[src/sv/dpb_pkg.sv]
// Shared types and constants for the dark pixel brightness boost block.
`default_nettype none

package dpb_pkg;

   // Field widths of the pixel, the target register and the brightness arithmetic.
   localparam int CHAN_W   = 8;
   localparam int NUM_CH   = 3;
   localparam int TARGET_W = 18;
   localparam int SUM_W    = 10;
   localparam int D_W      = 20;
   localparam int NUM_W    = 38;

   // One quotient bit per divider cell: the top bit flags saturation.
   localparam int QUO_W    = CHAN_W + 1;

   // Brightness arithmetic constants.
   localparam logic [D_W-1:0]    SUM_SCALE  = 20'd1000;
   localparam logic [D_W-1:0]    EPS_TERM   = 20'd765;
   localparam logic [19:0]       BRIGHT_DEN = 20'd765000;
   localparam logic [CHAN_W-1:0] CHAN_MAX   = 8'd255;

   // Channel order in the per-channel arrays.
   localparam int CH_RED   = 0;
   localparam int CH_GREEN = 1;
   localparam int CH_BLUE  = 2;

   // Input beat.
   typedef struct packed {
      logic [CHAN_W-1:0] red_in;
      logic [CHAN_W-1:0] green_in;
      logic [CHAN_W-1:0] blue_in;
   } dpb_req_type;

   // Result beat.
   typedef struct packed {
      logic [CHAN_W-1:0] red_out;
      logic [CHAN_W-1:0] green_out;
      logic [CHAN_W-1:0] blue_out;
      logic              boosted;
   } dpb_rsp_type;

   // What travels down the divider chain next to the remainders.
   typedef struct packed {
      logic                          boosted;
      dpb_req_type                   pix;
      logic [NUM_CH-1:0][QUO_W-1:0]  quo;
   } dpb_lane_type;

endpackage

`default_nettype wire

[src/sv/dpb_div_cell.sv]
// One restoring-division cell: resolves one quotient bit for all three channels.
`default_nettype none

module dpb_div_cell #(
   parameter int WORK_W  = 52,
   parameter int DEN_W   = 36,
   parameter int BIT_POS = 8
) (
   input  wire logic                                   clock,
   input  wire logic                                   reset,
   input  wire logic                                   en,
   input  wire logic                                   valid_up,
   input  wire dpb_pkg::dpb_lane_type                  lane_up,
   input  wire logic [DEN_W-1:0]                       den_up,
   input  wire logic [dpb_pkg::NUM_CH-1:0][WORK_W-1:0] rem_up,
   output logic                                        valid_dn,
   output dpb_pkg::dpb_lane_type                       lane_dn,
   output logic [DEN_W-1:0]                            den_dn,
   output logic [dpb_pkg::NUM_CH-1:0][WORK_W-1:0]      rem_dn
);

   logic                                    valid_ff;
   dpb_pkg::dpb_lane_type                   lane_ff, lane_in;
   logic [DEN_W-1:0]                        den_ff;
   logic [dpb_pkg::NUM_CH-1:0][WORK_W-1:0]  rem_ff, rem_in;
   logic [WORK_W-1:0]                       den_sh;
   logic [dpb_pkg::NUM_CH-1:0][WORK_W:0]    trial;

   // Subtract the shifted divisor where it fits and record the quotient bit.
   always_comb begin
      den_sh  = WORK_W'(den_up) << BIT_POS;
      lane_in = lane_up;
      rem_in  = rem_up;
      for (int ch = 0; ch < dpb_pkg::NUM_CH; ch++) begin
         trial[ch] = {1'b0, rem_up[ch]} - {1'b0, den_sh};
         if (!trial[ch][WORK_W]) begin
            rem_in[ch]               = trial[ch][WORK_W-1:0];
            lane_in.quo[ch][BIT_POS] = 1'b1;
         end
      end
   end

   always_ff @(posedge clock) begin
      if (reset) begin
         valid_ff <= 1'b0;
      end else if (en) begin
         valid_ff <= valid_up;
      end
   end

   always_ff @(posedge clock) begin
      if (en) begin
         lane_ff <= lane_in;
         den_ff  <= den_up;
         rem_ff  <= rem_in;
      end
   end

   assign valid_dn = valid_ff;
   assign lane_dn  = lane_ff;
   assign den_dn   = den_ff;
   assign rem_dn   = rem_ff;

endmodule

`default_nettype wire

[config.mk]
export PLATFORM = sky130hd
export DESIGN_NAME = dpb_div_cell
export DESIGN_NICKNAME = d
export VERILOG_FILES = /design/src/sv/dpb_pkg.sv /design/src/sv/dpb_div_cell.sv
export SDC_FILE = /design/constraint.sdc
export NUM_CORES = 1
export LEC_CHECK = 0
export ABC_AREA = 1
export CORE_UTILIZATION = 25
export CTS_CLUSTER_DIAMETER = 30
export DETAILED_ROUTE_END_ITERATION = 10
export DONT_BUFFER_PORTS = 1
export GPL_ROUTABILITY_DRIVEN = 0
export PLACE_DENSITY = 0.41
export SLEW_MARGIN = 20
export SYNTH_ARGS = -nofsm -noshare
export SYNTH_HDL_FRONTEND = slang
export SYNTH_SLANG_ARGS = --single-unit
[constraint.sdc]
create_clock -name clock -period 3.2 [get_ports clock]
set_input_delay 0.16 -clock clock [delete_from_list [all_inputs] [get_ports clock]]
set_output_delay 0.16 -clock clock [all_outputs]
set_load 0.01 [all_outputs]
==> impl_metrics.toml <==
[critical_path]
rrSetupSlack_ns = 2.00
cp-end-kind = "register"
startpoint_type = "primary input"
startpoint = "den_up[0]"
timing.rr.start = "valid_dn$_SDFFE_PP0P_"
reg2regPathDepth = 3
critical_path_required_ns = 3.53
critPathArrivalTime_ns = 3.06
worstSetupPathType = "primary input to register"
worst-path-max-fanout = 38
r2r_end = "valid_dn$_SDFFE_PP0P_"
worstSetupEndpoint = "rem_dn[130]$_DFFE_PP_"

[sta]
finalCritPeriodShare_pct = 85.3
rsz0062_at_grt = "false"
finalHoldViolCount = 73
timing.fmax_mhz = 366
fin_tns_setup_ns = 0
finClkSkew_ns = 0
worstMarginPinSlew_ns = 1.05
setup_violations = 0
fin_hold_ws_ns = -0.319
report.final.slew_viol_count = 0
min_period_ns = 2.73
slew_headroom_pct = 30.1

[yosys]
synth_area_um2 = 19100
synth_xor_area_share_pct = 3.02
syn_nets = 3092
synth_ff_type = "edfxtp_1"
ys_ff_latch = 245
synth_top_cell_area_share_pct = 38.3
synthAdderAreaFrac_pct = 7.39
synth_top_area_cell = "edfxtp_1"
synth-edff-count = 244
synthMuxAreaShare_pct = 0.0524
synth_area_per_cell_um2 = 6.99
synth_cells = 2733
yosys_warnings = 0
synthTopCellsByArea = "edfxtp_1, nand2_1, inv_1, ha_1, nand3_1"
yosysSeqAreaShare_pct = 38.4
synth-async-reset-ratio_pct = 0
synth_top_family_by_area = "simple AND/OR/NAND/NOR gates"
synth_compound_area_share_pct = 6.70
synth.distinct_cells = 36
synth-simple-area-share_pct = 33.0

[power]
seq_power_share_pct = 29.2
combPwrFrac_pct = 16.3
ir_drop_mv = 0.308
totalPowerFinal_uw = 15300
p_leak_uw = 0.0120
p_int_uw = 10900
p_sw_uw = 4330
pwr-share-clk_pct = 54.5
switching_share_pct = 28.4
p_per_area_nw_per_um2 = 597

[grt]
gr-total-overflow = 0
antenna_found_initial = 6
use_met3_pct = 5.28
met2_usage_pct = 37.1
track_usage_pct = 21.1
grt_pass1_wl_mm = 120
grt_use_met1_pct = 25.0
grt_max_degree = 246
grt_pass1_vias = 18912
top_usage_layer = "met2"

[drt]
drtIter0Drc = 1350
ant_nets = 0
wirelength_mm = 83.0
wl_per_cell_um = 20.3
vias = 18552
drt-vias-per-instance = 4.54
dr.pass1.iters = 5
drcViolationCount = 0

[run_status]
violations = "negative hold slack"
outcome = "finished, violations left"

[clocking]
clock-sinks = 245
cts_made_buffers = 73
h-tree-depth = 3
clk_pin_slew_ns = 0.04
cts_buffer_depth = 3
hold_buffers = 246
cts_root_buffer = "clkbuf_16"
clk_latency_ns = 0.60
cts_setup_buffers = 0
cts_tree = "yes"
cts_resized = 0

[die]
num_rows = 101
pin_count = 493
dieHeight_um = 278
start_util_pct = 25.2
die_w_um = 278
dieArea_um2 = 77600
core_area_um2 = 75800

[finish]
nets = 3401
synthToLayoutAreaGrowth_pct = 33.7
regArea_um2 = 7350
drive_gt1_share_pct = 7.74
nFillCells = 8077
multi_input_area_um2 = 9580

[flow_run]
drv_cap = 0

[placed_design]
hpwl_mm = 65.7
port_buffers = 0

[min_path]
worstHoldStart = "en"
hp-class = "primary input to register"
logic make-up after synthesis:
family / count (synthesis)
and+or+nand+nor: 1541
AOI/OAI and AO/OA: 216
adders and majority gates: 111
muxes: 1
xor gates and xnor gates: 66
DFF: 245
buffers and inverters: 553
flip-flops by register name (all words and copies together) (netlist names):
| signal | flops |
|---|---|
| valid_dn | 1 |
| den_dn | 36 |
| rem_dn | 156 |
| lane_dn | 52 |
synth_stat cells (9+ instances only):
library cell,n
nor3_1,15
nor2_2,13
nand3_1,169
xnor2_1,59
ha_1,108
o21ai_2,20
edfxtp_1,244
or2_2,9
a21oi_2,23
a21oi_1,86
nor2_1,207
nand2_2,11
o21ai_0,69
nand3b_1,21
inv_1,512
buf_6,12
inv_2,17
nand2_1,1063
nand4_1,14
layout make-up:
| class | count | area share [%] |
|---|---|---|
| clock buffers | 79 | 7.36 |
| inverters | 530 | 7.80 |
| well taps | 978 | 4.79 |
| diodes | 5 | 0.0490 |
| clock inverters | 56 | 3.65 |
| flip-flops and latches | 245 | 28.8 |
| repair buffers | 257 | 10.1 |
| multi-input cells | 1935 | 37.5 |
power groups by stage:
stage          registers (uW)  logic [uW]  clock network, uW
2_1_floorplan            4370        1550                  0
3_3_place_gp             4520        2220                  0
3_5_place_dp             4510        2210                  0
4_1_cts                  4460        2500               8490
5_1_grt                  4480        2770               8650
6_report                 4450        2490               8320
how the worst min path moves through the flow:
stage	depth (start not counted)	to
after floorplan	1	valid_dn$_SDFFE_PP0P_
after global placement	1	valid_dn$_SDFFE_PP0P_
after detailed placement	1	valid_dn$_SDFFE_PP0P_
after CTS	0	lane_dn[26]$_SDFFCE_PN1P_
after global routing	0	den_dn[32]$_DFFE_PP_
final	0	den_dn[32]$_DFFE_PP_
cell usage in the layout, fill, tap and decap left out, types with 8 or more instances in the layout:
cell              n
edfxtp_1        244
nand4_1          14
dlygate4sd3_1   246
o21bai_1          8
buf_4             8
clkinv_2         10
bufinv_16        21
xnor2_1          59
a21oi_2          23
o21ai_0          69
nand2_2          11
nand3_1         169
nand3b_1         21
nand2_1        1063
o21ai_2          20
inv_2            17
a21oi_1          86
ha_1            108
nor2_1          207
clkbuf_16        74
inv_1           512
nor2_2           13
or2_2             9
nor3_1           15
critical path, cell delays in order:
cell,delay (ns)
dlygate4sd3_1,0.62
ha_1,0.28
fa_1,0.41
inv_1,0.13
nand2_1,0.06
nand2_1,0.08
nand3_1,0.08
nand2_2,0.14
nand2_1,0.06
nand2_1,0.16
nand2_1,0.12
nand3_4,0.28
inv_4,0.09
buf_12,0.18
nand2_1,0.08
o21ai_1,0.07
stage by stage:
stage	cells	utilization (%)	setup slack (ns)	cell area [um^2]	hold WS (ns)
floorplan	2733	-	1.12	19100	0.232
global placement	3699	26.7	0.422	20300	0.237
detailed placement	3699	26.7	0.393	20300	0.235
CTS	4080	33.7	0.461	25500	-0.346
global route	4082	33.7	0.292	25500	-0.335
finish	4085	33.7	0.471	25600	-0.319
per-layer routing:
metal	vias to the layer above	share of wire (%)
met5	-	0.088
met4	12	2.4
met3	115	6.8
met2	611	49
met1	8569	42
li1	9245	-
Power figures use the tool's default switching activity.
