--- src/sv/dpb_pkg.sv ---
// Shared types and constants for the dark pixel brightness boost block.
`default_nettype none

package dpb_pkg;

   // Field widths of the pixel, the target register and the brightness arithmetic.
   localparam int CHAN_W   = 8;
   localparam int NUM_CH   = 3;
   localparam int TARGET_W = 18;
   localparam int SUM_W    = 10;
   localparam int D_W      = 20;
   localparam int NUM_W    = 38;

   // One quotient bit per divider cell: the top bit flags saturation.
   localparam int QUO_W    = CHAN_W + 1;

   // Brightness arithmetic constants.
   localparam logic [D_W-1:0]    SUM_SCALE  = 20'd1000;
   localparam logic [D_W-1:0]    EPS_TERM   = 20'd765;
   localparam logic [19:0]       BRIGHT_DEN = 20'd765000;
   localparam logic [CHAN_W-1:0] CHAN_MAX   = 8'd255;

   // Channel order in the per-channel arrays.
   localparam int CH_RED   = 0;
   localparam int CH_GREEN = 1;
   localparam int CH_BLUE  = 2;

   // Input beat.
   typedef struct packed {
      logic [CHAN_W-1:0] red_in;
      logic [CHAN_W-1:0] green_in;
      logic [CHAN_W-1:0] blue_in;
   } dpb_req_type;

   // Result beat.
   typedef struct packed {
      logic [CHAN_W-1:0] red_out;
      logic [CHAN_W-1:0] green_out;
      logic [CHAN_W-1:0] blue_out;
      logic              boosted;
   } dpb_rsp_type;

   // What travels down the divider chain next to the remainders.
   typedef struct packed {
      logic                          boosted;
      dpb_req_type                   pix;
      logic [NUM_CH-1:0][QUO_W-1:0]  quo;
   } dpb_lane_type;

endpackage

`default_nettype wire

--- src/sv/dpb_front.sv ---
// Front stages: brightness term, boost decision and per-channel dividends.
`default_nettype none

module dpb_front #(
   parameter int GAIN_FRAC_BITS = 16,
   parameter int DEN_W          = 36,
   parameter int WORK_W         = 52
) (
   input  wire logic                                   clock,
   input  wire logic                                   reset,
   input  wire logic                                   en,
   input  wire logic                                   csr_we,
   input  wire logic [dpb_pkg::TARGET_W-1:0]           csr_wdata,
   input  wire logic                                   req_valid,
   input  wire dpb_pkg::dpb_req_type                   req_data,
   output logic                                        valid_dn,
   output dpb_pkg::dpb_lane_type                       lane_dn,
   output logic [DEN_W-1:0]                            den_dn,
   output logic [dpb_pkg::NUM_CH-1:0][WORK_W-1:0]      rem_dn
);

   localparam int CMP_W  = (DEN_W > dpb_pkg::NUM_W) ? DEN_W : dpb_pkg::NUM_W;
   localparam int PROD_W = dpb_pkg::NUM_W + dpb_pkg::CHAN_W;

   logic [dpb_pkg::NUM_W-1:0]   num_ff, num_in;
   logic                        a_valid_ff;
   dpb_pkg::dpb_req_type        a_pix_ff;
   logic [dpb_pkg::D_W-1:0]     a_d_ff, a_d_in;
   logic [dpb_pkg::SUM_W-1:0]   a_sum;
   logic                        b_valid_ff;
   dpb_pkg::dpb_lane_type       b_lane_ff, b_lane_in;
   logic [DEN_W-1:0]            b_den_ff, b_den_in;
   logic [dpb_pkg::NUM_CH-1:0][WORK_W-1:0] b_rem_ff, b_rem_in;

   // The target is kept pre-scaled by the brightness denominator.
   assign num_in = dpb_pkg::NUM_W'(csr_wdata) * dpb_pkg::NUM_W'(dpb_pkg::BRIGHT_DEN);

   always_ff @(posedge clock) begin
      if (reset) begin
         num_ff <= '0;
      end else if (csr_we) begin
         num_ff <= num_in;
      end
   end

   // Stage A: channel sum and the scaled brightness term.
   always_comb begin
      a_sum  = dpb_pkg::SUM_W'(req_data.red_in) + dpb_pkg::SUM_W'(req_data.green_in)
             + dpb_pkg::SUM_W'(req_data.blue_in);
      a_d_in = dpb_pkg::D_W'(a_sum) * dpb_pkg::SUM_SCALE + dpb_pkg::EPS_TERM;
   end

   always_ff @(posedge clock) begin
      if (reset) begin
         a_valid_ff <= 1'b0;
      end else if (en) begin
         a_valid_ff <= req_valid;
      end
   end

   always_ff @(posedge clock) begin
      if (en) begin
         a_pix_ff <= req_data;
         a_d_ff   <= a_d_in;
      end
   end

   // Stage B: divisor, boost compare and the three dividends.
   always_comb begin
      b_den_in          = DEN_W'(a_d_ff) << GAIN_FRAC_BITS;
      b_lane_in.boosted = CMP_W'(b_den_in) < CMP_W'(num_ff);
      b_lane_in.pix     = a_pix_ff;
      b_lane_in.quo     = '0;
      b_rem_in[dpb_pkg::CH_RED]   =
         WORK_W'(PROD_W'(num_ff) * PROD_W'(a_pix_ff.red_in));
      b_rem_in[dpb_pkg::CH_GREEN] =
         WORK_W'(PROD_W'(num_ff) * PROD_W'(a_pix_ff.green_in));
      b_rem_in[dpb_pkg::CH_BLUE]  =
         WORK_W'(PROD_W'(num_ff) * PROD_W'(a_pix_ff.blue_in));
   end

   always_ff @(posedge clock) begin
      if (reset) begin
         b_valid_ff <= 1'b0;
      end else if (en) begin
         b_valid_ff <= a_valid_ff;
      end
   end

   always_ff @(posedge clock) begin
      if (en) begin
         b_lane_ff <= b_lane_in;
         b_den_ff  <= b_den_in;
         b_rem_ff  <= b_rem_in;
      end
   end

   assign valid_dn = b_valid_ff;
   assign lane_dn  = b_lane_ff;
   assign den_dn   = b_den_ff;
   assign rem_dn   = b_rem_ff;

endmodule

`default_nettype wire

--- config.mk ---
export PLATFORM = sky130hd
export DESIGN_NAME = dpb_front
export DESIGN_NICKNAME = d
export VERILOG_FILES = /design/src/sv/dpb_pkg.sv /design/src/sv/dpb_front.sv
export SDC_FILE = /design/constraint.sdc
export NUM_CORES = 2
export LEC_CHECK = 0
export CAP_MARGIN = 25
export CORE_MARGIN = 3
export CORE_UTILIZATION = 30
export CTS_CLUSTER_DIAMETER = 100
export DETAILED_ROUTE_END_ITERATION = 10
export DONT_BUFFER_PORTS = 1
export PLACE_DENSITY = 0.47
export SETUP_SLACK_MARGIN = 0.15
export SLEW_MARGIN = 20
export SYNTH_ARGS = -nofsm -noshare
export SYNTH_HDL_FRONTEND = slang
export SYNTH_SLANG_ARGS = --single-unit
--- constraint.sdc ---
create_clock -name clock -period 10.25 [get_ports clock]
set_clock_uncertainty 0.1 [all_clocks]
set_input_delay 1.5375 -clock clock [delete_from_list [all_inputs] [get_ports clock]]
set_output_delay 1.5375 -clock clock [all_outputs]
set_load 0.05 [all_outputs]
==> results.md <==
* Clock Latency Late Sink at 600 ps
* EDFF count, synth at 212
* H-tree levels at 2
* Via count at 28268
* Tmin final at 8030 ps
* Worst hold path type: flop to flop
* Top FF cell, synth: edfxtp_1
* Crit path DAT at 8260 ps
* R2R Path End: rem_dn[95]
* Routed Antenna Nets at 0
* Vias in the first global route at 30822
* Final Util at 32.5%
* Design Area, Final at 44300 sq um
* I/O Pins at 292
* Die area at 142000 sq um
* Placer congestion estimate at 0.797
* Row count at 135
* FFs w/ async S/R, synth at 0%
* Initial antenna violation count at 3
* Setup violators final at 0
* Critical path depth at 30
* Combinational family with the most area after synthesis: adder cells
* Mapped Cells at 4255
* CP peak stage delay at 620 ps
* Reg2reg start: a_pix_ff[10]
* Reg2Reg Depth at 19
* Cell family with most CP delay: adder cells
* Yosys reg bits at 249
* CP startpoint kind: input port
* Hold Worst Slack at 368 ps
* GRT overflow at 0
* Setup slack, reg-to-reg at 3480 ps
* CTS tree: yes
* Yosys warns at 0
* Drt pass-1 iters at 5
* Clk root buf: clkbuf_16
* Synth Area in XOR/XNOR at 3.83%
* Global Route Usage Sum at 16.5%
* Post-Synth Adder-Cell Area at 47.3%
* Placed cell area at 43000 sq um
* Worst Setup Path Type: input port to flop
* Top post-synthesis cells by area: fa_1 35%, edfxtp_1 15%, ha_1 12%
* Count of different cell masters after synthesis at 72
* Post-CTS setup buffer count at 0
* CTS resizes at 0
* Slew Limit Fails at 0
* Num CTS Buffers at 38
* Die H at 377 microns
* Critical Path Source: req_data[0]
* Vias/cell at 4.74
* Measured slew at the worst slew-check pin at 961 ps
* Final hold vios at 0
* Wirelength per Cell at 19.1 microns
* Largest net degree at the start of global routing at 215
* WP buf/inv at 8
* Die W at 377 microns
* Setup TNS at 0 ps
* Mux share of post-synthesis cell area at 0.556%
* Core ar. at 136000 sq um
* Simple-gate share of the synthesized area at 14.0%
* 1st-iter DRT viols at 1362
* Layout cells sized above 1 at 3.35%
* Yosys top cell by area: fa_1
* First-pass GRT wire length at 181000 microns
* Relative slew slack at 36.0%
* Tcrit/Tclk final at 78.4%
* # port buffers at 0
* Critical path endpoint: a_d_ff[19]
* CTS max path bufs at 3
* DR DRC count at 0
* CP Capture Type: flop
* Synth top area share at 35.0%
* Hold buffer count at CTS at 0
* Max_cap viols at 0
* Req. time, crit path at 10480 ps
* CP max stage cell: a2111oi_0
* Clock-pin slew on the worst setup and hold paths at 60 ps
* Number of nets in the layout at 5333
* Worst-path fanout max at 5
* Status: completed
* Post-synthesis sequential area ratio at 17.2%
* Routed wire length at 114000 microns
* Post-synth top cells: 724 x fa_1, 724 x inv_1, 553 x nand2_1, 405 x ha_1, 370 x and2_1
* Mapped cell area at 41400 sq um
* Crit-path most repeated cell: inv_1
* RSZ-0062 raised after global routing: false
* Area delta synth->final at 6.97%
* Sink Count at 249
* Synthesized area per cell at 9.73 sq um
* Hpwl dp at 86800 microns
* Post-synthesis compound-gate area fraction at 7.41%
* Initial Util at 30.4%
* Fmax at 0.124 GHz
cells in the final DEF, fill, tap and decap left out, types with 6 or more instances in the layout:
cell,n
o21a_1,22
ha_1,405
a31o_2,7
nor2_1,131
nor4_1,9
a31oi_1,19
fa_1,724
xor2_1,54
o21ai_1,8
a21oi_1,145
a21o_1,86
nor2b_1,22
o21bai_1,26
nor3_1,21
xnor2_1,127
nand4_1,19
edfxtp_1,212
nand2b_1,12
nand3_1,30
o31ai_1,6
and3_1,16
o21ai_0,69
o211ai_1,12
inv_1,724
and2_1,370
a211oi_1,17
dfxtp_1,33
nand2_1,553
clkbuf_16,38
buf_4,57
mux2i_1,23
conb_1,73
state kept, by name (all words and copies together), names as in the netlist:
register,flops
a_d_ff,17
a_pix_ff,24
a_valid_ff,1
den_dn,17
lane_dn,25
num_ff,35
rem_dn,129
valid_dn,1
cells by family after synthesis:
| family | after synthesis |
|---|---|
| buffers and inverters | 992 |
| XOR/XNOR | 181 |
| AND/OR/NAND/NOR | 1207 |
| flip-flops | 249 |
| AO/OA/AOI/OAI | 472 |
| adder cells (fa/ha/maj) | 1129 |
| multiplexers | 23 |
| other | 2 |
metrics by stage:
stage          instances  setup slack [ps]
3_3_place_gp        5896              1650
6_report            5966              2220
3_5_place_dp        5897              1590
4_1_cts             5963              2240
2_1_floorplan       4326              2030
5_1_grt             5964              1590
area by class of cell:
type,instances,area [sq um]
Inverter,724,2720
Sequential cell,249,7110
Timing Repair Buffer,59,465
Antenna cell,2,5.00
Clock inverter,25,248
Tap cell,1781,2230
Multi-Input combinational cell,3085,30500
Fill cell,14159,91900
Clock buffer,41,962
metal layers:
metal / global-route usage (%) / vias to the layer above / wire, microns
li1: - / 13022 / -
met1: 21.6 / 14583 / 51100
met2: 28.1 / 560 / 54300
met3: 3.50 / 103 / 6550
met4: 3.53 / 0 / 2240
met5: 0 / - / 0
worst min-delay path by stage:
stage,from,to,slack [ps],cells after the start
global route,a_pix_ff[14],lane_dn[41],390,0
global placement,a_d_ff[3],den_dn[19],340,0
detailed placement,a_d_ff[3],den_dn[19],360,0
floorplan,a_pix_ff[0],lane_dn[27],320,0
CTS,a_d_ff[3],den_dn[19],370,0
finish,a_d_ff[3],den_dn[19],370,0
Power is not shown: default switching activity piles up to over one toggle a cycle in this logic, so the estimate is an artifact.
